## src/hdl/fpa_pkg.sv

```systemverilog
// Shared types, constants and saturation helpers for the Q24.8 fixed-point ALU.
`timescale 1ns / 1ps
package fpa_pkg;

  localparam int WORD_W = 32;
  localparam int FRAC_W = 8;
  localparam int DIV_W  = WORD_W + FRAC_W;
  localparam int PROD_W = 2 * WORD_W;
  localparam int MAG_W  = PROD_W - FRAC_W;
  localparam int ACT_W  = 4;

  localparam logic [WORD_W-1:0] WORD_MAX = {1'b0, {(WORD_W-1){1'b1}}};
  localparam logic [WORD_W-1:0] WORD_MIN = {1'b1, {(WORD_W-1){1'b0}}};

  typedef enum logic [ACT_W-1:0] {
    ACT_ADD     = 4'd0,
    ACT_SUB     = 4'd1,
    ACT_MUL     = 4'd2,
    ACT_DIV     = 4'd3,
    ACT_GT      = 4'd4,
    ACT_LT      = 4'd5,
    ACT_GE      = 4'd6,
    ACT_LE      = 4'd7,
    ACT_EQ      = 4'd8,
    ACT_NE      = 4'd9,
    ACT_INC     = 4'd10,
    ACT_DEC     = 4'd11,
    ACT_MIN     = 4'd12,
    ACT_MAX     = 4'd13,
    ACT_TOINT   = 4'd14,
    ACT_FROMINT = 4'd15
  } action_e;

  // One pipeline slot. divd holds the dividend bits still to be consumed in
  // its upper part and the quotient bits produced so far in its lower part.
  typedef struct packed {
    logic              valid;
    action_e           act;
    logic              neg;
    logic [WORD_W-1:0] res;
    logic              ovf;
    logic              dz;
    logic [PROD_W-1:0] prod;
    logic [DIV_W-1:0]  divd;
    logic [WORD_W-1:0] rem;
    logic [WORD_W-1:0] dsr;
  } cell_t;

  // Clamp a sign-extended sum one bit wider than the word.
  function automatic logic [WORD_W:0] sat_ext(input logic [WORD_W:0] v);
    logic ovf;
    ovf = v[WORD_W] ^ v[WORD_W-1];
    if (ovf) begin
      return {1'b1, (v[WORD_W] ? WORD_MIN : WORD_MAX)};
    end
    return {1'b0, v[WORD_W-1:0]};
  endfunction

  // Apply a sign to a magnitude and clamp; returns {overflow, word}.
  function automatic logic [WORD_W:0] sat_mag(input logic [MAG_W-1:0] mag,
                                               input logic neg);
    logic [MAG_W-1:0] lim_neg;
    logic [MAG_W-1:0] lim_pos;
    lim_neg = MAG_W'(WORD_MIN);
    lim_pos = MAG_W'(WORD_MAX);
    if (neg) begin
      if (mag > lim_neg) begin
        return {1'b1, WORD_MIN};
      end
      return {1'b0, WORD_W'(-mag[WORD_W-1:0])};
    end
    if (mag > lim_pos) begin
      return {1'b1, WORD_MAX};
    end
    return {1'b0, mag[WORD_W-1:0]};
  endfunction

endpackage

```

## src/hdl/fpa_cell.sv

```systemverilog
// One restoring division step; every other field of the item passes through.
`timescale 1ns / 1ps
module fpa_cell
  import fpa_pkg::*;
(
  input  logic  clk_i,
  input  logic  rst_ni,
  input  logic  en_i,
  input  cell_t cell_i,
  output cell_t cell_o
);

  cell_t cell_d, cell_q;
  logic [WORD_W:0] trial;
  logic            take;

  always_comb begin
    trial = {cell_i.rem, cell_i.divd[DIV_W-1]};
    take  = trial >= {1'b0, cell_i.dsr};
    cell_d      = cell_i;
    cell_d.rem  = take ? WORD_W'(trial - {1'b0, cell_i.dsr}) : trial[WORD_W-1:0];
    cell_d.divd = {cell_i.divd[DIV_W-2:0], take};
  end

  always_ff @(posedge clk_i or negedge rst_ni) begin
    if (!rst_ni) begin
      cell_q <= '0;
    end else if (en_i) begin
      cell_q <= cell_d;
    end
  end

  assign cell_o = cell_q;

endmodule

```

## config.mk

```make
export PLATFORM = sky130hd
export DESIGN_NAME = fpa_cell
export DESIGN_NICKNAME = d
export VERILOG_FILES = /design/src/hdl/fpa_pkg.sv /design/src/hdl/fpa_cell.sv
export SDC_FILE = /design/constraint.sdc
export NUM_CORES = 1
export LEC_CHECK = 0
export ABC_AREA = 1
export BUFFER_PORTS_ARGS = -buffer_cell sky130_fd_sc_hd__buf_4
export CELL_PAD_IN_SITES_DETAIL_PLACEMENT = 0
export CELL_PAD_IN_SITES_GLOBAL_PLACEMENT = 1
export CORE_MARGIN = 2
export CORE_UTILIZATION = 34
export DETAILED_ROUTE_END_ITERATION = 8
export GPL_ROUTABILITY_DRIVEN = 0
export MAX_ROUTING_LAYER = met4
export PLACE_DENSITY_LB_ADDON = 0.1
export SLEW_MARGIN = 20
export SYNTH_ARGS = -nofsm -noshare
export SYNTH_HDL_FRONTEND = slang
export SYNTH_SLANG_ARGS = --single-unit
```

## constraint.sdc

```tcl
create_clock -name clk_i -period 0.8 [get_ports clk_i]
set_input_delay 0.08 -clock clk_i [delete_from_list [all_inputs] [get_ports clk_i]]
set_output_delay 0.08 -clock clk_i [all_outputs]
set_load 0.02 [all_outputs]
```

==> summary.md <==
| Metric | Value |
|---|---|
| DR vias | `12.74k` |
| Comb power frac | `0.347` |
| P per Cell Area | `1740 nW/um^2` |
| Post-route DRC | `0` |
| Max Freq | `about 770 MHz` |
| Syn Nets | `1741` |
| Fin nets | `2599` |
| Initial antenna violation count | `5` |
| Slowest cell delay on critical path | `0.22 ns` |
| Pre-Repair DR Iteration Count | `5` |
| Critical path startpoint category | `input pin` |
| Final Hold Violating Endpoints | `10` |
| Post-Place Cells | `2385` |
| Die area | `33500 sq um` |
| Setup CP Type | `in -> reg` |
| Per-cell routed wire length | `17.00 um` |
| Int Power | `26.16 mW` |
| DPL Wire Length | `32520 um` |
| CP dominant cell by count | `nand2_1` |
| Critical Path Sink Type | `flop` |
| #FFs+latches synth | `around 210` |
| Worst setup margin | `-0.5072 ns` |
| Mapped Area | `10900 sq um` |
| CORE AREA | `~32000 sq um` |
| Cell type with the largest total area after synthesis | `dfrtp_1` |
| Sw frac | `0.3088` |
| Total wire length | `roughly 47000 um` |
| WHS | `-0.009488 ns` |
| Layout cells sized above 1 | `0.4178` |
| Clk slew on worst S/H paths | `0.06 ns` |
| Unrepaired setup endpoints after global routing | `yes` |
| Synthesis-to-layout area growth | `99.54%` |
| Sequential share of power | `0.329` |
| Largest net degree at the start of global routing | `46` |
| ANT nets after route | `0` |
| Num CTS Buffers | `25` |
| Failing checks | `negative hold slack, negative setup slack` |
| Psw | `11.68 mW` |
| Headroom to the max-slew limit | `0.6675` |
| Non-filler cells in the finished layout | `2779` |
| Synth area leaders | `dfrtp_1 48%, nand2_1 28%, inv_1 5.4%, ha_1 3.7%, nand3_1 3.0%` |
| Boundary Pins | `about 420` |
| Initial core utilization | `0.3453` |
| Worst Path Required | `around 1.2 ns` |
| Count of final setup violators | `around 250` |
| H-tree levels | `1` |
| Total power | `37.84 mW` |
| Lkg Pwr | `between 10 and 15 nW` |
| Max Cap Viol | `0` |
| DIE WIDTH | `around 180 um` |
| Final TNS setup | `-84.83 ns` |
| GRT Residual Overflow | `0` |
| Clock Skews | `0 ns` |
| Max clock buf depth | `3` |
| Global-route wire length before repair | `71760 um` |
| YS warnings | `0` |
| Seq/Total Area, Yosys | `0.4777` |
| Fin. max-slew vios | `0` |
| HP Class | `in -> async` |
| WP data arrival | `1.72 ns` |
| Number of flip-flops under the largest register name | `208` |
| Sink Count | `208` |
| CP max-delay cell | `ha_4` |
| Clk_lat worst skew | `0.53 ns` |
| DR iter-0 viols | `between 600 and 700` |
| CTS tree | `yes` |
| Maximum VDD drop | `around 1400 uV` |
| Vias in the first global route | `13.20k` |
| Buffers on Ports | `418` |
| Most used flip-flop cell after synthesis | `dfrtp_1` |
| Final Cycle Share | `1.634` |
| Num rows | `65` |
| CTS root buf | `clkbuf_16` |
| Mapped Avg Cell Area | `7.279 sq um` |
| Critical Path, Cell by Cell | `buf_4 -> inv_4 -> ha_4 -> nand2_4 -> nor2_1 -> nand2_1 -> nor2_4 -> nand2_2 -> nand3_2 -> nor2_4 -> buf_12 -> nand2_8 -> buf_12 -> nand2_8 -> nand2_2 -> nand2_1 -> nand2_1` |
| Synth top area share | `0.4777` |
| Overall routing resource usage | `0.2801` |
| Outcome | `finished with violations` |
| Crit path time final | `1.307 ns` |
| Syn Inst Count | `~1.5k` |
| Clock power frac | `0.324` |
| Worst slew pin tran | `0.4987 ns` |
| Die Ht | `183.0 um` |
| Post-place setup slack | `-1.088 ns` |
| Synth async-reset ratio | `1.000` |
| Worst-path fanout max | `7` |
| Vias per Instance | `4.583` |
| Netlist cell types | `32` |
| EDFF count, synth | `0` |
==> cells in the final DEF, fill, tap and decap left out, types with 14 or more instances in the layout <==
master and count:
nand3_2 28, buf_4 414, clkbuf_16 27, dfrtp_1 208, nor2_4 14, nand3b_1 17, inv_1 115, inv_4 15
inv_2 26, nand2_1 702, buf_6 235, o21ai_0 14, dlygate4sd3_1 206, buf_12 24, ha_4 32, nand2_2 83
nand2_4 26, nand3_1 41, nor2_1 20
==> path summary, 6_finish.rpt <==
kind | startpoint | end | slack [ns] | cells past startpoint
max | cell_i[28] | cell_o[58] | -0.51 | 17
max in group asynchronous | rst_ni | cell_o[146] | 0.30 | 3
max reg2reg | cell_o[42] | cell_o[42] | -0.08 | 4
min in group clk_i | cell_i[0] | cell_o[32] | -0.01 | 5
min reg2reg | cell_o[131] | cell_o[131] | 0.49 | 2
min | rst_ni | cell_o[21] | -0.009 | 2
==> critical path, delay by kind of cell <==
| kind | cells | cell delay, ns |
|---|---|---|
| simple gates | 12 | 0.95 |
| fa+ha+maj | 1 | 0.22 |
| buf+inv | 4 | 0.48 |
==> power groups by stage <==
| stage | sequential (mW) | clock, mW | combinational (mW) |
|---|---|---|---|
| detailed placement | 12.4 | 0 | 9.73 |
| CTS | 12.4 | 12.5 | 12.0 |
| global route | 12.5 | 13.0 | 14.1 |
| finish | 12.5 | 12.3 | 13.1 |
| global placement | 12.4 | 0 | 9.68 |
| floorplan | 13.7 | 0 | 3.59 |
==> through the flow <==
stage,util,instance area (sq um)
final,0.6891,21740
after global routing,0.6891,21740
after floorplan,-,11770
after detailed placement,0.5103,16100
after CTS,0.6559,20700
after global placement,0.5103,16100
==> kinds of logic (layout without fill, tap and decap cells) <==
group	count (synthesis)	after routing	share of synthesized area
AO/OA/AOI/OAI	56	56	0.02767
flip-flops	208	208	0.4777
XOR/XNOR	14	14	0.01125
buffers and inverters	219	1094	0.08049
AND/OR/NAND/NOR	967	967	0.3643
adder cells (fa/ha/maj)	33	33	0.03858
other	0	5	0
==> final cells by class <==
type	instances	area [sq um]
fill	2497	9812
clock inverter	8	146.4
timing repair buffer	886	8432
tap	402	503.0
multi-input combinational	1070	5987
sequential	208	5205
clock buffer	36	747.0
antenna	5	12.51
inverter	164	710.7
==> cell usage after synthesis, types with 9 or more instances <==
library cell	n
a21oi_1	17
clkbuf_1	41
inv_1	157
nand3b_1	17
dfrtp_1	208
nor2_2	10
nor2_1	34
xnor2_1	13
nand2_2	9
o21ai_0	31
ha_1	32
nand2_1	803
nand3_1	66
==> per-layer routing <==
metal,global-route usage,share of wire,up-vias
li1,-,-,6265
met1,0.3141,0.39,5957
met2,0.4911,0.51,402
met3,0.04865,0.054,111
met4,0.1219,0.050,0
met5,-,0,-
==> repair_timing <==
action | in CTS | in global routing
endpoints found under the setup margin | 241 | 267
gates resized for setup | 299 | 148
pin swaps | 56 | 63
setup buffers | 68 | 74
gates cloned | 1 | 2
hold endpoints to repair | 412 | 11
hold buffers | 206 | 2
Note: power is estimated with default switching activity, not from simulation.
