$ cat src/hdl/fpa_pkg.sv
// Shared types, constants and saturation helpers for the Q24.8 fixed-point ALU.
`timescale 1ns / 1ps
package fpa_pkg;

  localparam int WORD_W = 32;
  localparam int FRAC_W = 8;
  localparam int DIV_W  = WORD_W + FRAC_W;
  localparam int PROD_W = 2 * WORD_W;
  localparam int MAG_W  = PROD_W - FRAC_W;
  localparam int ACT_W  = 4;

  localparam logic [WORD_W-1:0] WORD_MAX = {1'b0, {(WORD_W-1){1'b1}}};
  localparam logic [WORD_W-1:0] WORD_MIN = {1'b1, {(WORD_W-1){1'b0}}};

  typedef enum logic [ACT_W-1:0] {
    ACT_ADD     = 4'd0,
    ACT_SUB     = 4'd1,
    ACT_MUL     = 4'd2,
    ACT_DIV     = 4'd3,
    ACT_GT      = 4'd4,
    ACT_LT      = 4'd5,
    ACT_GE      = 4'd6,
    ACT_LE      = 4'd7,
    ACT_EQ      = 4'd8,
    ACT_NE      = 4'd9,
    ACT_INC     = 4'd10,
    ACT_DEC     = 4'd11,
    ACT_MIN     = 4'd12,
    ACT_MAX     = 4'd13,
    ACT_TOINT   = 4'd14,
    ACT_FROMINT = 4'd15
  } action_e;

  // One pipeline slot. divd holds the dividend bits still to be consumed in
  // its upper part and the quotient bits produced so far in its lower part.
  typedef struct packed {
    logic              valid;
    action_e           act;
    logic              neg;
    logic [WORD_W-1:0] res;
    logic              ovf;
    logic              dz;
    logic [PROD_W-1:0] prod;
    logic [DIV_W-1:0]  divd;
    logic [WORD_W-1:0] rem;
    logic [WORD_W-1:0] dsr;
  } cell_t;

  // Clamp a sign-extended sum one bit wider than the word.
  function automatic logic [WORD_W:0] sat_ext(input logic [WORD_W:0] v);
    logic ovf;
    ovf = v[WORD_W] ^ v[WORD_W-1];
    if (ovf) begin
      return {1'b1, (v[WORD_W] ? WORD_MIN : WORD_MAX)};
    end
    return {1'b0, v[WORD_W-1:0]};
  endfunction

  // Apply a sign to a magnitude and clamp; returns {overflow, word}.
  function automatic logic [WORD_W:0] sat_mag(input logic [MAG_W-1:0] mag,
                                               input logic neg);
    logic [MAG_W-1:0] lim_neg;
    logic [MAG_W-1:0] lim_pos;
    lim_neg = MAG_W'(WORD_MIN);
    lim_pos = MAG_W'(WORD_MAX);
    if (neg) begin
      if (mag > lim_neg) begin
        return {1'b1, WORD_MIN};
      end
      return {1'b0, WORD_W'(-mag[WORD_W-1:0])};
    end
    if (mag > lim_pos) begin
      return {1'b1, WORD_MAX};
    end
    return {1'b0, mag[WORD_W-1:0]};
  endfunction

endpackage

$ cat src/hdl/fpa_front.sv
// Entry stage: decodes the item, computes every action but multiply and divide, and the product.
`timescale 1ns / 1ps
module fpa_front
  import fpa_pkg::*;
(
  input  logic              clk_i,
  input  logic              rst_ni,
  input  logic              en_i,
  input  logic              valid_i,
  input  logic [ACT_W-1:0]  action_i,
  input  logic [WORD_W-1:0] operand_a_i,
  input  logic [WORD_W-1:0] operand_b_i,
  output cell_t             cell_o
);

  cell_t cell_d, cell_q;

  logic signed [WORD_W-1:0] a_s, b_s;
  logic [WORD_W-1:0] ma, mb;
  logic [WORD_W:0] sum_w, dif_w, inc_w, dec_w;
  logic [FRAC_W:0] top_bits;
  logic fi_ovf;

  always_comb begin
    a_s = $signed(operand_a_i);
    b_s = $signed(operand_b_i);
    ma  = operand_a_i[WORD_W-1] ? WORD_W'(-operand_a_i) : operand_a_i;
    mb  = operand_b_i[WORD_W-1] ? WORD_W'(-operand_b_i) : operand_b_i;
    sum_w = {operand_a_i[WORD_W-1], operand_a_i} + {operand_b_i[WORD_W-1], operand_b_i};
    dif_w = {operand_a_i[WORD_W-1], operand_a_i} - {operand_b_i[WORD_W-1], operand_b_i};
    inc_w = {operand_a_i[WORD_W-1], operand_a_i} + (WORD_W+1)'(1);
    dec_w = {operand_a_i[WORD_W-1], operand_a_i} - (WORD_W+1)'(1);
    top_bits = operand_a_i[WORD_W-1 -: FRAC_W+1];
    fi_ovf = !((&top_bits) || (~|top_bits));

    cell_d       = '0;
    cell_d.valid = valid_i;
    cell_d.act   = action_e'(action_i);
    cell_d.neg   = operand_a_i[WORD_W-1] ^ operand_b_i[WORD_W-1];
    cell_d.prod  = ma * mb;
    cell_d.divd  = {ma, {FRAC_W{1'b0}}};
    cell_d.rem   = '0;
    cell_d.dsr   = mb;

    case (action_e'(action_i))
      ACT_ADD: {cell_d.ovf, cell_d.res} = sat_ext(sum_w);
      ACT_SUB: {cell_d.ovf, cell_d.res} = sat_ext(dif_w);
      ACT_INC: {cell_d.ovf, cell_d.res} = sat_ext(inc_w);
      ACT_DEC: {cell_d.ovf, cell_d.res} = sat_ext(dec_w);
      ACT_GT:  cell_d.res = WORD_W'(a_s > b_s);
      ACT_LT:  cell_d.res = WORD_W'(a_s < b_s);
      ACT_GE:  cell_d.res = WORD_W'(a_s >= b_s);
      ACT_LE:  cell_d.res = WORD_W'(a_s <= b_s);
      ACT_EQ:  cell_d.res = WORD_W'(a_s == b_s);
      ACT_NE:  cell_d.res = WORD_W'(a_s != b_s);
      ACT_MIN: cell_d.res = (a_s < b_s) ? operand_a_i : operand_b_i;
      ACT_MAX: cell_d.res = (a_s > b_s) ? operand_a_i : operand_b_i;
      ACT_TOINT: cell_d.res = WORD_W'(a_s >>> FRAC_W);
      ACT_FROMINT: begin
        cell_d.ovf = fi_ovf;
        if (fi_ovf) begin
          cell_d.res = operand_a_i[WORD_W-1] ? WORD_MIN : WORD_MAX;
        end else begin
          cell_d.res = {operand_a_i[WORD_W-1-FRAC_W:0], {FRAC_W{1'b0}}};
        end
      end
      ACT_DIV: cell_d.dz = (operand_b_i == '0);
      default: cell_d.res = '0;
    endcase
  end

  always_ff @(posedge clk_i or negedge rst_ni) begin
    if (!rst_ni) begin
      cell_q <= '0;
    end else if (en_i) begin
      cell_q <= cell_d;
    end
  end

  assign cell_o = cell_q;

endmodule

$ cat config.mk
export PLATFORM = sky130hd
export DESIGN_NAME = fpa_front
export DESIGN_NICKNAME = d
export VERILOG_FILES = /design/src/hdl/fpa_pkg.sv /design/src/hdl/fpa_front.sv
export SDC_FILE = /design/constraint.sdc
export NUM_CORES = 2
export LEC_CHECK = 0
export ABC_AREA = 0
export ABC_CLOCK_PERIOD_IN_PS = 3990
export BUFFER_PORTS_ARGS = -buffer_cell sky130_fd_sc_hd__buf_2
export CORE_MARGIN = 2
export CORE_UTILIZATION = 43
export CTS_BUF_LIST = sky130_fd_sc_hd__clkbuf_16
export DETAILED_ROUTE_END_ITERATION = 10
export GPL_TIMING_DRIVEN = 0
export PLACE_DENSITY = 0.62
export SETUP_SLACK_MARGIN = 0.3
export SLEW_MARGIN = 10
export SYNTH_ARGS = -nofsm -noshare
export SYNTH_HDL_FRONTEND = slang
export SYNTH_SLANG_ARGS = --single-unit
$ cat constraint.sdc
create_clock -name clk_i -period 3.99 [get_ports clk_i]
set_clock_uncertainty 0.2 [all_clocks]
set_input_delay 0.798 -clock clk_i [delete_from_list [all_inputs] [get_ports clk_i]]
set_output_delay 0.798 -clock clk_i [all_outputs]
set_load 0.1 [all_outputs]
==> impl_metrics.yaml <==
placed_design:
  globalplace.congestion: 1.06
  pre_cts_ws_ns: -9.67
  dp_hpwl_um: 192000
  portBuffers: 238
  placed_area_um2: 53500
  dp_cells: 7522
synth:
  yosys-top-cells-area: "fa_1 37%, dfrtp_1 8.8%, ha_1 8.6%"
  synth_top_flop_cell: "dfrtp_1"
  synth_top_area_share_pct: 37.4
  synthesis.area_um2: 48000
  synth-edff-count: 0
  ys_top_cells_by_count: "948 x inv_1, 898 x fa_1, 806 x nor2_1"
  avgSynthCellArea_um2: 8.37
  yosysSeqAreaShare_pct: 8.76
  ys_warn_count: 0
  synthArstFlopShare_pct: 100
  syn_inst: 5735
  synth_top_area_cell: "fa_1"
  yosysMostFrequentCell: "inv_1"
  ys_ff_latch: 168
  yosysUniqueCellTypes: 90
grt:
  grt_max_degree: 92
  grt_pass1_wl_um: 332000
  grt_pass1_vias: 46000
  antenna_found_initial: 12
  grt_overflow: 0
  grt_use_total_pct: 40.8
cells_and_area:
  layout-drive-gt1-share_pct: 24.3
  largest_reg_flops: 168
  fin_cells: 7871
  area_growth_pct: 26.8
  final_util_pct: 55.0
  nets: 7662
  final_cell_area_um2: 60900
setup_path:
  r2r-start: "cell_o[200]"
  path_buf_inv: 9
  critPathMostFrequentCell: "fa_1"
  critical_path_class: "in -> reg"
  cpMaxStageDelayCell: "fa_1"
  r2r_slack_ns: 1.53
  cp_slowest_stage_delay_ns: 0.58
  critical-path-top-delay-family: "adder cells"
  endpoint_kind: "register"
  critPathMaxFanout: 10
  arrival_ns: 10.68
  rr_endpoint: "cell_o[200]"
  ff2ff_path_depth: 5
  start_kind: "input port"
  cp.required_ns: 4.29
timing:
  grt_setup_unrepaired: "yes"
  fin_ws_ns: -6.39
  clock.fmax_mhz: 96.4
  hold_viol_final: 0
  worst_pin_slew_ns: 1.49
  period_share_pct: 260
  setup_viol: 94
  slew_headroom_pct: 0.946
  final-max-slew-violation-count: 0
  fin_crit_ns: 10.38
cts:
  cts_max_level: 4
  cts_buffers: 17
  clk_pin_slew_ns: 0.09
  cts_buffer_depth: 2
  cts_tree: "built"
  cts-root-buf: "clkbuf_16"
  cts_sinks: 168
  clk_latency_ns: 0.56
outcome:
  violations: "negative setup slack"
  status: "finished, violations left"
drt:
  wl_per_cell_um: 30.2
  wirelength_um: 237000
  antenna_left: 0
  met1_length_um: 92600
  drtIter0Drc: 5141
  via_per_inst: 5.86
  first_pass_iters: 6
  highest_layer: "met5"
  vias: 46100
  wl_met3_um: 27500
  wl_met2_um: 101000
  drcViolationCount: 0
flow_run:
  maxCapViolations: 0
floorplan:
  num_rows: 122
  dieArea_um2: 114000
  start_util_pct: 43.4
  core_area_um2: 111000
  dieWidth_um: 338
  die_y_um: 338
  pin_count: 280
worst_hold_path:
  hold_path.class: "in -> async"
## cell usage in the layout (no fill, tap or decap), types with 32 or more instances in the layout
master and instances:
clkbuf_4 42, conb_1 40, nor2_1 774, a31oi_1 32, clkbuf_1 77, o21ai_1 34
clkbuf_2 78, buf_2 235, ha_4 39, nand2_1 575, xnor2_4 46, nand4_1 42
fa_1 869, dfrtp_1 168, nand3_1 71, o21ai_0 75, clkbuf_16 42, inv_1 904
buf_8 36, nor2_2 40, mux2_2 43, a21oi_1 245, buf_4 296, ha_1 287
o21ai_2 38, xor2_1 52, xnor2_1 121, xnor2_2 34, a21o_1 66, buf_6 96
and3_1 36
## layer usage
layer	global-route usage (%)	up-vias
met5	0	-
met4	22.8	12
met3	11.0	613
met2	60.8	2740
met1	53.9	23600
li1	-	19200
## stage by stage
stage	hold WS, ns	TNS [ns]
floorplan	0.302	-278.79
global placement	0.262	-793.06
detailed placement	0.269	-513.96
CTS	0.0105	-319.80
global route	0.0750	-321.13
finish	0.0115	-308.98
## cell type report
cell class / instances / area [um2]
timing repair buffer: 569 / 4330
tap: 1488 / 1860
fill: 10400 / 49800
clock inverter: 15 / 201
clock buffer: 17 / 425
sequential: 168 / 4200
antenna: 8 / 20.0
multi-input combinational: 4264 / 42900
buffer: 386 / 3260
inverter: 956 / 3680
## cell families (layout without fill, tap and decap cells)
| kind of cell | count (synthesis) | in the layout | share of synthesized area (%) |
|---|---|---|---|
| and+or+nand+nor | 1823 | 1823 | 16.2 |
| buffers and inverters | 1342 | 1943 | 11.0 |
| adders and majority gates | 1228 | 1228 | 46.0 |
| AOI/OAI and AO/OA | 800 | 800 | 10.7 |
| xor gates and xnor gates | 280 | 280 | 5.12 |
| DFF | 168 | 168 | 8.76 |
| muxes | 93 | 93 | 2.11 |
| other | 1 | 48 | 0.00781 |
## worst max-delay path by stage
stage	start	to	slack, ns	cells past startpoint
after floorplan	operand_b_i[6]	cell_o[166]	-6.15	35
after global placement	operand_b_i[31]	cell_o[162]	-9.84	29
after detailed placement	operand_a_i[18]	cell_o[162]	-9.67	32
after CTS	operand_b_i[5]	cell_o[166]	-6.59	37
after global routing	operand_b_i[5]	cell_o[163]	-6.55	40
final	operand_a_i[18]	cell_o[166]	-6.39	35
## worst reg2reg max path, delay by kind of cell, from the launching register on
family	cells	cell delay, ns
DFF	1	0.49
AOI/OAI and AO/OA	5	1.66
## what timing repair did
item | CTS | global route
cloned | 0 | 4
resized for setup | 562 | 523
setup buffers | 165 | 140
pin swaps | 139 | 154
setup endpoints to repair | 117 | 96
hold buffers | 0 | 0
Power is left out: the tool's default activity adds up to more than one toggle a clock period on the data nets, which glitch-free logic cannot reach.
