## config.mk

```make
export PLATFORM = sky130hd
export DESIGN_NAME = fpa_back
export DESIGN_NICKNAME = d
export VERILOG_FILES = /design/src/hdl/fpa_pkg.sv /design/src/hdl/fpa_back.sv
export SDC_FILE = /design/constraint.sdc
export NUM_CORES = 1
export LEC_CHECK = 0
export ABC_AREA = 1
export BUFFER_PORTS_ARGS = -buffer_cell sky130_fd_sc_hd__buf_4
export CAP_MARGIN = 20
export CORE_ASPECT_RATIO = 1.2
export CORE_MARGIN = 2
export CORE_UTILIZATION = 45
export CTS_CLUSTER_DIAMETER = 100
export DETAILED_ROUTE_END_ITERATION = 8
export PLACE_DENSITY_LB_ADDON = 0.12
export SYNTH_ARGS = -nofsm -noshare
export SYNTH_HDL_FRONTEND = slang
export SYNTH_SLANG_ARGS = --single-unit
```

## constraint.sdc

```tcl
create_clock -name clk_i -period 1.65 [get_ports clk_i]
set_input_delay 0.0825 -clock clk_i [delete_from_list [all_inputs] [get_ports clk_i]]
set_output_delay 0.0825 -clock clk_i [all_outputs]
set_load 0.005 [all_outputs]
```

## src/hdl/fpa_pkg.sv

```systemverilog
// Shared types, constants and saturation helpers for the Q24.8 fixed-point ALU.
`timescale 1ns / 1ps
package fpa_pkg;

  localparam int WORD_W = 32;
  localparam int FRAC_W = 8;
  localparam int DIV_W  = WORD_W + FRAC_W;
  localparam int PROD_W = 2 * WORD_W;
  localparam int MAG_W  = PROD_W - FRAC_W;
  localparam int ACT_W  = 4;

  localparam logic [WORD_W-1:0] WORD_MAX = {1'b0, {(WORD_W-1){1'b1}}};
  localparam logic [WORD_W-1:0] WORD_MIN = {1'b1, {(WORD_W-1){1'b0}}};

  typedef enum logic [ACT_W-1:0] {
    ACT_ADD     = 4'd0,
    ACT_SUB     = 4'd1,
    ACT_MUL     = 4'd2,
    ACT_DIV     = 4'd3,
    ACT_GT      = 4'd4,
    ACT_LT      = 4'd5,
    ACT_GE      = 4'd6,
    ACT_LE      = 4'd7,
    ACT_EQ      = 4'd8,
    ACT_NE      = 4'd9,
    ACT_INC     = 4'd10,
    ACT_DEC     = 4'd11,
    ACT_MIN     = 4'd12,
    ACT_MAX     = 4'd13,
    ACT_TOINT   = 4'd14,
    ACT_FROMINT = 4'd15
  } action_e;

  // One pipeline slot. divd holds the dividend bits still to be consumed in
  // its upper part and the quotient bits produced so far in its lower part.
  typedef struct packed {
    logic              valid;
    action_e           act;
    logic              neg;
    logic [WORD_W-1:0] res;
    logic              ovf;
    logic              dz;
    logic [PROD_W-1:0] prod;
    logic [DIV_W-1:0]  divd;
    logic [WORD_W-1:0] rem;
    logic [WORD_W-1:0] dsr;
  } cell_t;

  // Clamp a sign-extended sum one bit wider than the word.
  function automatic logic [WORD_W:0] sat_ext(input logic [WORD_W:0] v);
    logic ovf;
    ovf = v[WORD_W] ^ v[WORD_W-1];
    if (ovf) begin
      return {1'b1, (v[WORD_W] ? WORD_MIN : WORD_MAX)};
    end
    return {1'b0, v[WORD_W-1:0]};
  endfunction

  // Apply a sign to a magnitude and clamp; returns {overflow, word}.
  function automatic logic [WORD_W:0] sat_mag(input logic [MAG_W-1:0] mag,
                                               input logic neg);
    logic [MAG_W-1:0] lim_neg;
    logic [MAG_W-1:0] lim_pos;
    lim_neg = MAG_W'(WORD_MIN);
    lim_pos = MAG_W'(WORD_MAX);
    if (neg) begin
      if (mag > lim_neg) begin
        return {1'b1, WORD_MIN};
      end
      return {1'b0, WORD_W'(-mag[WORD_W-1:0])};
    end
    if (mag > lim_pos) begin
      return {1'b1, WORD_MAX};
    end
    return {1'b0, mag[WORD_W-1:0]};
  endfunction

endpackage

```

## src/hdl/fpa_back.sv

```systemverilog
// Exit stage: rounds and saturates multiply and divide, selects and registers the result.
`timescale 1ns / 1ps
module fpa_back
  import fpa_pkg::*;
(
  input  logic              clk_i,
  input  logic              rst_ni,
  input  logic              en_i,
  input  cell_t             cell_i,
  output logic              valid_o,
  output logic [WORD_W-1:0] result_o,
  output logic              overflow_o,
  output logic              divide_error_o
);

  logic              valid_q;
  logic [WORD_W-1:0] result_q, result_d;
  logic              ovf_q, ovf_d, dz_q;
  logic [MAG_W-1:0]  mul_mag, div_mag;
  logic              rnd_up;

  always_comb begin
    // Round half away from zero on the magnitudes.
    mul_mag = MAG_W'((cell_i.prod + PROD_W'(1 << (FRAC_W - 1))) >> FRAC_W);
    rnd_up  = {cell_i.rem, 1'b0} >= {1'b0, cell_i.dsr};
    div_mag = MAG_W'(cell_i.divd) + MAG_W'(rnd_up);
    result_d = cell_i.res;
    ovf_d    = cell_i.ovf;
    case (cell_i.act)
      ACT_MUL: {ovf_d, result_d} = sat_mag(mul_mag, cell_i.neg);
      ACT_DIV: begin
        if (cell_i.dz) begin
          {ovf_d, result_d} = '0;
        end else begin
          {ovf_d, result_d} = sat_mag(div_mag, cell_i.neg);
        end
      end
      default: ;
    endcase
  end

  always_ff @(posedge clk_i or negedge rst_ni) begin
    if (!rst_ni) begin
      valid_q  <= 1'b0;
      result_q <= '0;
      ovf_q    <= 1'b0;
      dz_q     <= 1'b0;
    end else if (en_i) begin
      valid_q  <= cell_i.valid;
      result_q <= result_d;
      ovf_q    <= ovf_d;
      dz_q     <= cell_i.dz && (cell_i.act == ACT_DIV);
    end
  end

  assign valid_o        = valid_q;
  assign result_o       = result_q;
  assign overflow_o     = ovf_q;
  assign divide_error_o = dz_q;

endmodule

```

==> results.md, run 1 <==
Floorplanning:
- The number of placement rows is 57.
- The die boundary height is 162.4 µm.
- Once the floorplan was initialized, standard cells occupied 46.10% of the core.
- 246 I/O pins were placed.
- The die extent in x is 136.0 µm.
- The die covers 22080 µm².
- The floorplan core area is 20400 µm².

STA:
- In this run the tightest slew margin relative to its limit is 69.31%.
- Subtracting the final worst setup slack from the clock period gives 3646 ps.
- The worst-case setup margin in the final layout is -1996 ps.
- Across the routed clock network, the largest skew measured is 0 ps.
- The fmax is 0.2742 GHz.
- The number of hold violations in the final report is 0.
- The count of pins over their slew limit was 0.
- Setup violations remaining at the end of the flow were counted as 33.
- Setup repair after global routing could not meet its margin everywhere.
- Hold timing on the final database bottoms out at a slack of 40.01 ps.
- At the pin with the least slew margin, the transition time is 460.3 ps.
- In the finished design, the share of the clock period the worst path needs comes to 221.0%.

Route:
- The DRC violation total after the first TritonRoute iteration is 1073.
- The length of the first detailed-routing pass in iterations is 5.
- The number of nets still failing antenna checks after routing is 0.
- The mean number of vias per cell is 5.380.
- The post-route DRC violation count is 0.
- The routed via count is 14982.
- The post-detailed-route wirelength per cell is 15.66 µm.
- The routed design has 43630 µm of wire.

Global routing:
- The global-route wire length before repair is 67120 µm.
- For this run, the total global-route usage over all layers was measured as 37.58%.
- For this run, global-route usage on met1 was measured as 39.28%.
- The global routing stage identified its most utilized layer as met2.
- In the global route stage, met3 resource usage came out at 3.859%.
- The via count of the first global-routing pass is 14761.
- Global routing finished with a remaining overflow of 0.
- For met2 alone, demand over resource in global routing was 71.56%.
- The initial antenna violation count came to 0.
- Entering global routing, the biggest net connects 39 pins.

Clock network:
- The clock tree synthesis step divided the H-tree into 2 levels.
- The number of sinks on the clock net is 35.
- The buffer depth of the longest clock path is 2.
- Clock tree synthesis selected as its root buffer the cell sky130_fd_sc_hd__clkbuf_16.
- The clock tree from TritonCTS is yes.
- TritonCTS created 5 clock buffers.
- The clock insertion delay at the later pin of the skew report is 280 ps.
- The post-CTS clock slew at the launch and capture registers of the worst setup and hold paths is 60 ps.

Logic synthesis:
- The sequential area share after synthesis is 9.313%.
- The net count after synthesis is 2127.
- The number of register bits inferred by synthesis is 35.
- The share of synthesized registers carrying an async set or reset is 100.0%.
- The total number of yosys warnings is 0.
- Synthesis produced a netlist whose cell count is 1878.
- The number of enable flip-flop cells after synthesis is 0.
- The number of distinct library cells after synthesis is 42.
- The synthesized area divided by synthesized cell count is 5.007 µm².
- Summing every instance area after synthesis gives 9404 µm².
- The leading register cell type out of synthesis is sky130_fd_sc_hd__dfrtp_1.

Worst setup path:
- The dominant cell type by count on the critical path is sky130_fd_sc_hd__nand2_4.
- The delay of the slowest cell on the worst path is 260 ps.
- Grouping stages by cell kind, the critical path spends the most delay in simple AND/OR/NAND/NOR gates.
- The reg-to-reg startpoint is result_o[7].
- Counting cells, the worst reg-to-reg path comes to 3.
- For the worst setup path, the data arrival time is 3820 ps.
- The critical path start-end classification is in -> reg.
- The worst setup path is captured at a flop.
- The endpoint identified for the worst register-to-register timing path is result_o[7].
- In this run the worst path has a maximum fanout of 10.
- The element type at the critical path start is an input pin.
- The register-to-register setup slack is 780 ps.
- For the worst setup path, the data required time is 1820 ps.
- The critical-path cell with the highest stage delay is sky130_fd_sc_hd__ha_4.
- Together, buffers and inverters on the worst path number 6.

Pwr:
- For this design the ratio of total power to cell area is 317.0 nW/µm².
- IR analysis of the VDD net gives a maximum drop of 0.0004721 V.
- The cell leakage power is 0.007998 µW.

Place:
- The count of input and output buffers is 238.
- The area after detailed placement is 14640 µm².
- The total half-perimeter wirelength after legalization and detailed placement is 35550 µm.
- The global placement routability congestion is 1.014.

Status:
- The final reports fail on setup timing.
- The run finished, with violations left.

Cells and area:
- The area growth from synthesis to layout is 65.42%.
- The post-route netlist has 35.99% of its cells at a drive strength greater than 1.
- The number of antenna diodes in the final layout is 0.
- At the end of the flow, the number of nets in the layout was 2768.
- Once layout is complete, the utilization of the core stands at 76.27%.
- The layout has 1752 filler cells.
- With fillers left out, the area of the finished cells amounts to 15560 µm².

Flow run:
- The number of max-cap violations is 0.

Hold path:
- The worst hold path belongs to the class in -> reg.
- The endpoint with the worst hold slack is valid_o.
- The critical hold path startpoint is cell_i[207].
- The number of stages on the worst hold path is 3.
==> sequential cells by signal (all words and copies together) (netlist names) <==
signal,cells
overflow_o,1
divide_error_o,1
result_o,32
valid_o,1
==> per-stage QoR <==
stage / setup WS (ps) / power [µW] / TNS (ps) / std cells
final: -1996 / 4932 / -63990 / 2785
after global routing: -2306 / 5228 / -71970 / 2785
after CTS: -1879 / 4800 / -59710 / 2778
after detailed placement: -2411 / 3644 / -76550 / 2761
after global placement: -2250 / 3583 / -71270 / 2761
after floorplan: -1770 / 2072 / -56230 / 1878
==> metal layers <==
metal | part of all wire [%] | vias to the layer above
met3 | 7.8 | 237
met4 | 7.4 | 0
met5 | 0 | -
met1 | 35 | 6710
met2 | 50 | 815
li1 | - | 7220
==> logic make-up after synthesis <==
family / count (synthesis) / synth area share, %
AOI/OAI and AO/OA: 140 / 8.236
xor gates and xnor gates: 40 / 3.725
adders and majority gates: 38 / 5.056
buffers and inverters: 246 / 10.26
DFF: 35 / 9.313
and+or+nand+nor: 1379 / 63.41
==> worst min-delay path, stage by stage <==
cell,delay (ps)
sky130_fd_sc_hd__buf_4,80
sky130_fd_sc_hd__nand2_1,60
sky130_fd_sc_hd__nand2_1,70
==> cells in the mapped netlist, drive strengths merged (18+ instances only) <==
library cell | number | area share [%]
nand3 | 176 | 9.9
nor3 | 18 | 0.96
nor2 | 438 | 20
nand4 | 51 | 3.4
ha | 38 | 5.1
clkbuf | 23 | 0.92
xor2 | 34 | 3.2
nand2 | 672 | 28
inv | 207 | 8.3
o21ai | 59 | 3.1
dfrtp | 35 | 9.3
a21oi | 57 | 3.2
==> report_power, final <==
part	switching, µW	total, µW	internal (µW)	leakage, µW
clock	378	1090	712	0.0000838
combinational	1460	2840	1380	0.00752
sequential	55.8	1000	946	0.000398
total	1890	4930	3040	0.00800
==> layout by cell type, fill, tap and decap left out, types with 2 or more instances in the layout <==
master                      count
sky130_fd_sc_hd__nand3_1      137
sky130_fd_sc_hd__nand3_4        2
sky130_fd_sc_hd__xnor2_1        6
sky130_fd_sc_hd__o21a_1         2
sky130_fd_sc_hd__o21ai_1       16
sky130_fd_sc_hd__inv_4          3
sky130_fd_sc_hd__a21o_1         2
sky130_fd_sc_hd__nand2_2       60
sky130_fd_sc_hd__nor2_2        41
sky130_fd_sc_hd__clkinv_1       2
sky130_fd_sc_hd__nor3_1        14
sky130_fd_sc_hd__o21ai_2        2
sky130_fd_sc_hd__or2_2          6
sky130_fd_sc_hd__ha_1          32
sky130_fd_sc_hd__clkbuf_16      6
sky130_fd_sc_hd__nand4_1       51
sky130_fd_sc_hd__nor3_2         3
sky130_fd_sc_hd__o21bai_1      10
sky130_fd_sc_hd__a21oi_1       55
sky130_fd_sc_hd__nand3_2       37
sky130_fd_sc_hd__nand2_4       14
sky130_fd_sc_hd__dfrtp_1       35
sky130_fd_sc_hd__nand2_1      598
sky130_fd_sc_hd__nor2_8         2
sky130_fd_sc_hd__buf_6          7
sky130_fd_sc_hd__o2111ai_2      2
sky130_fd_sc_hd__nand3b_1      11
sky130_fd_sc_hd__nor2_1       368
sky130_fd_sc_hd__xor2_1        34
sky130_fd_sc_hd__inv_1        188
sky130_fd_sc_hd__o21ai_0       41
sky130_fd_sc_hd__nor2_4        27
sky130_fd_sc_hd__ha_4           6
sky130_fd_sc_hd__o22ai_1        2
sky130_fd_sc_hd__a31oi_1        2
sky130_fd_sc_hd__inv_2         15
sky130_fd_sc_hd__buf_12         7
sky130_fd_sc_hd__and2_1         3
sky130_fd_sc_hd__buf_4        653
==> worst max path at each step <==
stage          startpoint            to  cells after the start
2_1_floorplan  cell_i[31]   result_o[1]                     29
4_1_cts        cell_i[31]   result_o[1]                     29
3_5_place_dp   cell_i[31]  result_o[29]                     29
3_3_place_gp   cell_i[31]  result_o[24]                     30
5_1_grt        cell_i[24]  result_o[15]                     26
6_report       cell_i[31]  result_o[13]                     31
==> repair_timing <==
item / CTS / global route
gates cloned: 1 / 1
pin swaps: 29 / 25
buffers inserted: 7 / 6
resized for setup: 82 / 84
endpoints found under the hold margin: 35 / 0
setup endpoints to repair: 33 / 33
hold buffers: 1 / 0
==> final cells by class <==
cell class              instances  area (µm²)  share of cell area [%]
clock buffers                   5       125.1                  0.8043
well taps                     265       331.6                   2.131
repair buffers                670        5171                   33.24
multi-input cells            1597        8197                   52.69
flip-flops and latches         35       875.8                   5.630
repair inverters                1       7.507                 0.04826
inverters                     209       804.5                   5.172
clock inverters                 3       43.79                  0.2815
No activity file was read; power rests on OpenSTA's default activity.
==> inputs of run 2 (changes only) <==
--- a/config.mk
+++ b/config.mk
@@ -5,7 +5,6 @@
 export SDC_FILE = /design/constraint.sdc
 export NUM_CORES = 1
 export LEC_CHECK = 0
-export ABC_AREA = 1
 export BUFFER_PORTS_ARGS = -buffer_cell sky130_fd_sc_hd__buf_4
 export CAP_MARGIN = 20
 export CORE_ASPECT_RATIO = 1.2
==> results.md, run 2 <==
Logic synthesis:
- The number of enable flip-flop cells after synthesis is 0.
- The post-synthesis compound-gate area fraction is 23.72%.
- For this run, the leading register cell type out of synthesis is sky130_fd_sc_hd__dfrtp_1.
- The biggest area contributor in the post-synthesis netlist is sky130_fd_sc_hd__dfrtp_1.
- The adder and majority gate portion of the synthesized area is 5.945%.
- In this run the biggest area consumer among cell types represents 10.95% of the synthesized area.
- The net count after synthesis is 1360.
- The share of synthesized registers carrying an async set or reset is 100.0%.
- The synthesized area divided by synthesized cell count is 7.199 µm².
- By area the synthesized netlist is led by sky130_fd_sc_hd__dfrtp_1 (11%), sky130_fd_sc_hd__xnor2_1 (7.8%), sky130_fd_sc_hd__ha_1 (5.9%).
- Synthesis produced 1111 cells.
- Summing the areas of all xor and xnor instances in the mapped netlist gives 13.45% of the synthesized area.
- The portion of synthesized area spent on multiplexers is 1.314%.
- The sequential area share after synthesis is 10.95%.
- The main combinational cell family by area after synthesis is simple AND/OR/NAND/NOR gates.
- The number of register bits inferred by synthesis is 35.
- Counting distinct cell types in the post-synthesis netlist gives 92.
- Among all cell types in the netlist, the one instantiated most often is sky130_fd_sc_hd__nand2_1.
- The total number of yosys warnings is 0.
- Summing the areas of all and, or, nand and nor instances in the mapped netlist gives 37.86% of the synthesized area.
- By count the netlist is led by sky130_fd_sc_hd__nand2_1 (118), sky130_fd_sc_hd__nor2_1 (86), sky130_fd_sc_hd__nand4_1 (71), sky130_fd_sc_hd__xnor2_1 (71), sky130_fd_sc_hd__nand3_1 (62).
- After synthesis the cells add up to 7998 µm².

Place:
- Detailed placement finished with a half-perimeter wire length of 26470 µm.
- Routability-driven placement finished with a final weighted congestion of 0.9891.
- The minimum setup slack after placement is -3318 ps.
- Port buffering added 238 buffers.
- The area after detailed placement is 12840 µm².

Floorplanning:
- After floorplanning, the core was sized to cover 17440 µm².
- For this configuration, the core starts out at a cell density of 45.86%.
- Pin placement for this block handled 246 I/O pins.
- The die covers 18860 µm².
- The initialized floorplan defines 53 standard-cell rows.
- The die boundary height is 150.0 µm.
- The die extent in x is 125.7 µm.

Route:
- Summed over all layers, the routed wires come to 32910 µm.
- The routed via count is 11074.
- The first detailed-routing pass ran for 5 iterations.
- The mean number of vias per cell is 5.819.
- The post-route DRC violation count is 0.
- In the final routed layout, each cell accounts on average for 17.30 µm.
- For this block, the initial DRC count from the detailed router was 885.
- The number of nets still failing antenna checks after routing is 0.

Worst setup path:
- The critical path endpoint category is a flop.
- The critical path is of the in -> reg type.
- The worst register-to-register path has a setup slack of 780 ps.
- The top fanout value on the critical path is 5.
- For the worst flop-to-flop path, the logic depth is 2.
- STA puts the critical path data required time at 1870 ps.
- In this run the critical register-to-register path is captured at result_o[20].
- The worst setup path is launched from an input pin.
- The worst register-to-register path begins at result_o[20].
- For the worst setup path, the data arrival time is 4670 ps.

Global routing:
- The via count of the first global-routing pass is 10676.
- Global routing used 2.109% of the available met3 tracks.
- The global-route usage over all layers is 33.47%.
- For met2 alone, demand over resource in global routing was 60.22%.
- For this run, global-route usage on met1 was measured as 40.56%.
- Entering global routing, the biggest net connects 50 pins.
- The most used routing layer is met2.
- The total overflow reported by the global router is 0.
- The initial antenna violation count is 0.
- The first global-routing pass estimated 52140 µm of wire.

Hold path:
- The number of stages on the worst hold path is 2.
- The startpoint identified for the worst hold timing path is cell_i[207].
- In this run the worst hold path is classified as in -> reg.
- The endpoint with the worst hold slack is valid_o.

Flow run:
- Max-cap violations in this run came to 0.

Pwr:
- The clock network burns 21.7% of the power.
- Across the VDD grid, the largest voltage drop is 0.0003391 V.
- Summing internal, switching and leakage power gives 4446 µW.
- The power density over cell area is 330.2 nW/µm².
- In this run the power spent charging and discharging nets is 1596 µW.
- Sequential cells account for 23.1% of the total power.
- The internal cell power is 2850 µW.
- The cell leakage power is 0.006011 µW.
- Net switching is 35.91% of the power.
- The combinational group share of total power is 55.2%.

Clock network:
- TritonCTS built the clock tree.
- The buffer depth of the longest clock path is 2.
- Clock tree synthesis found a total of 35 sinks.
- The number of buffers inserted during clock tree synthesis is 5.
- The library cell used as clock root buffer is sky130_fd_sc_hd__clkbuf_16.
- Clock-pin slew was measured on the worst setup and hold paths at 50 ps.
- The clock reaches the later pin of the worst-skew pair after 280 ps.
- The level count of the clock H-tree is 2.

Cells and area:
- The final-stage net count is 1932.
- The area growth from synthesis to layout is 68.34%.
- The most frequent standard cell in the layout excluding fill and tap cells is sky130_fd_sc_hd__buf_4.
- The proportion of layout cells with a drive suffix above 1 is 44.86%.
- With fillers left out, the area of the finished cells amounts to 13460 µm².
- The number of flip-flops under the largest register name is 32.
- 0 antenna diodes ended up in the layout.
- The library cells used most frequently in the layout, excluding fill and tap cells, are sky130_fd_sc_hd__buf_4 (623), sky130_fd_sc_hd__nand2_1 (115), sky130_fd_sc_hd__nor2_1 (84).

STA:
- Subtracting the final worst setup slack from the clock period gives 4446 ps.
- The number of hold violations in the final report is 0.
- The slew at the pin with the worst max-slew slack is 528.7 ps.
- In the final timing run, aggregate negative setup slack is -89650 ps.
- Across all hold checks on the routed design, the worst slack comes to 31.81 ps.
- The count of pins over their slew limit was 0.
- The number of setup violations in the final report is 33.
- Once routing completed, OpenROAD measured the worst setup slack at -2796 ps.
- The max-slew headroom at the worst pin is 64.71%.
- The post-route clock period utilization is 269.4%.
- The fmax is 0.2249 GHz.
- The post-route clock skew is 0 ps.
- Setup repair after global routing could not meet its margin everywhere.

Status:
- The checks that failed: setup timing.
- The flow ran to the end, but the final reports show violations.
[run 2: cell types whose count changed after synthesis, sizes merged, moves of 19 or more]
cell	change
nor2	-352
a21oi	-27
nor3	+32
nand3	-109
clkbuf	+19
a221oi	+47
o32a	+23
xnor2	+65
and3	+25
nand4	+24
inv	-154
nand2	-553
nor4	+24
[run 2: cell type report]
class                   count  area, µm²
clock buffers               6      138.9
clock inverters             1      5.005
fillers                  1321       3978
inverters                  54      212.7
multi-input cells         950       7007
flip-flops and latches     35      875.8
well taps                 220      275.3
repair buffers            637       4949
[run 2: repair_timing]
| action | CTS | global route |
|---|---|---|
| buffers inserted | 8 | 1 |
| resized for setup | 46 | 34 |
| endpoints found under the setup margin | 33 | 33 |
| hold buffers | 1 | 0 |
| gates cloned | 2 | 0 |
| pin swaps | 39 | 20 |
| hold endpoints to repair | 35 | 0 |
[run 2: critical path, stage by stage]
cell and delay (ps):
sky130_fd_sc_hd__buf_8 100, sky130_fd_sc_hd__inv_8 40, sky130_fd_sc_hd__ha_4 180, sky130_fd_sc_hd__nor2b_4 120, sky130_fd_sc_hd__o21a_1 160, sky130_fd_sc_hd__o21ai_1 120, sky130_fd_sc_hd__nand2b_1 80, sky130_fd_sc_hd__a21oi_2 110
sky130_fd_sc_hd__o21ai_1 70, sky130_fd_sc_hd__a221oi_2 270, sky130_fd_sc_hd__o21ai_2 110, sky130_fd_sc_hd__a221oi_2 250, sky130_fd_sc_hd__o21ai_1 100, sky130_fd_sc_hd__ha_2 220, sky130_fd_sc_hd__buf_4 150, sky130_fd_sc_hd__and2_4 180
sky130_fd_sc_hd__nor4b_4 200, sky130_fd_sc_hd__a21oi_1 60, sky130_fd_sc_hd__a2111o_1 510, sky130_fd_sc_hd__nor4_2 270, sky130_fd_sc_hd__buf_4 180, sky130_fd_sc_hd__nand2_4 50, sky130_fd_sc_hd__nor4_4 370, sky130_fd_sc_hd__nor3_4 120
sky130_fd_sc_hd__buf_4 150, sky130_fd_sc_hd__a221oi_2 240, sky130_fd_sc_hd__o32a_1 160
[run 2: power by group through the flow]
| stage | sequential (µW) | clock [µW] | combinational (µW) |
|---|---|---|---|
| 6_report | 1030 | 964 | 2450 |
| 5_1_grt | 1030 | 995 | 2650 |
| 4_1_cts | 1020 | 965 | 2390 |
| 3_5_place_dp | 1030 | 0 | 2320 |
| 3_3_place_gp | 1040 | 0 | 2280 |
| 2_1_floorplan | 1010 | 0 | 951 |
[run 2: how the worst max path moves through the flow]
stage,end,start,slack [ps]
finish,result_o[30],cell_i[1],-2800
CTS,result_o[17],cell_i[1],-2770
floorplan,result_o[1],cell_i[1],-3030
detailed placement,result_o[11],cell_i[1],-3320
global placement,result_o[11],cell_i[1],-3150
global route,result_o[30],cell_i[32],-3030
[run 2: cells by family (layout without fill, tap and decap cells)]
family	count (synthesis)	count (layout)
mux	10	10
simple gates	540	540
fa+ha+maj	38	38
buf+inv	126	698
flops	35	35
xor+xnor	122	122
compound gates	240	240
[run 2: layer usage]
metal | wire length, µm | up-vias
met3 | 1598 | 113
met5 | 0 | -
li1 | - | 5363
met4 | 1682 | 0
met1 | 13260 | 5164
met2 | 16380 | 434
[run 2: stage by stage]
stage | util [%] | std cells
6_report | 77.19 | 1903
5_1_grt | 77.19 | 1903
4_1_cts | 76.35 | 1904
3_5_place_dp | 73.61 | 1886
3_3_place_gp | 73.61 | 1886
2_1_floorplan | - | 1111
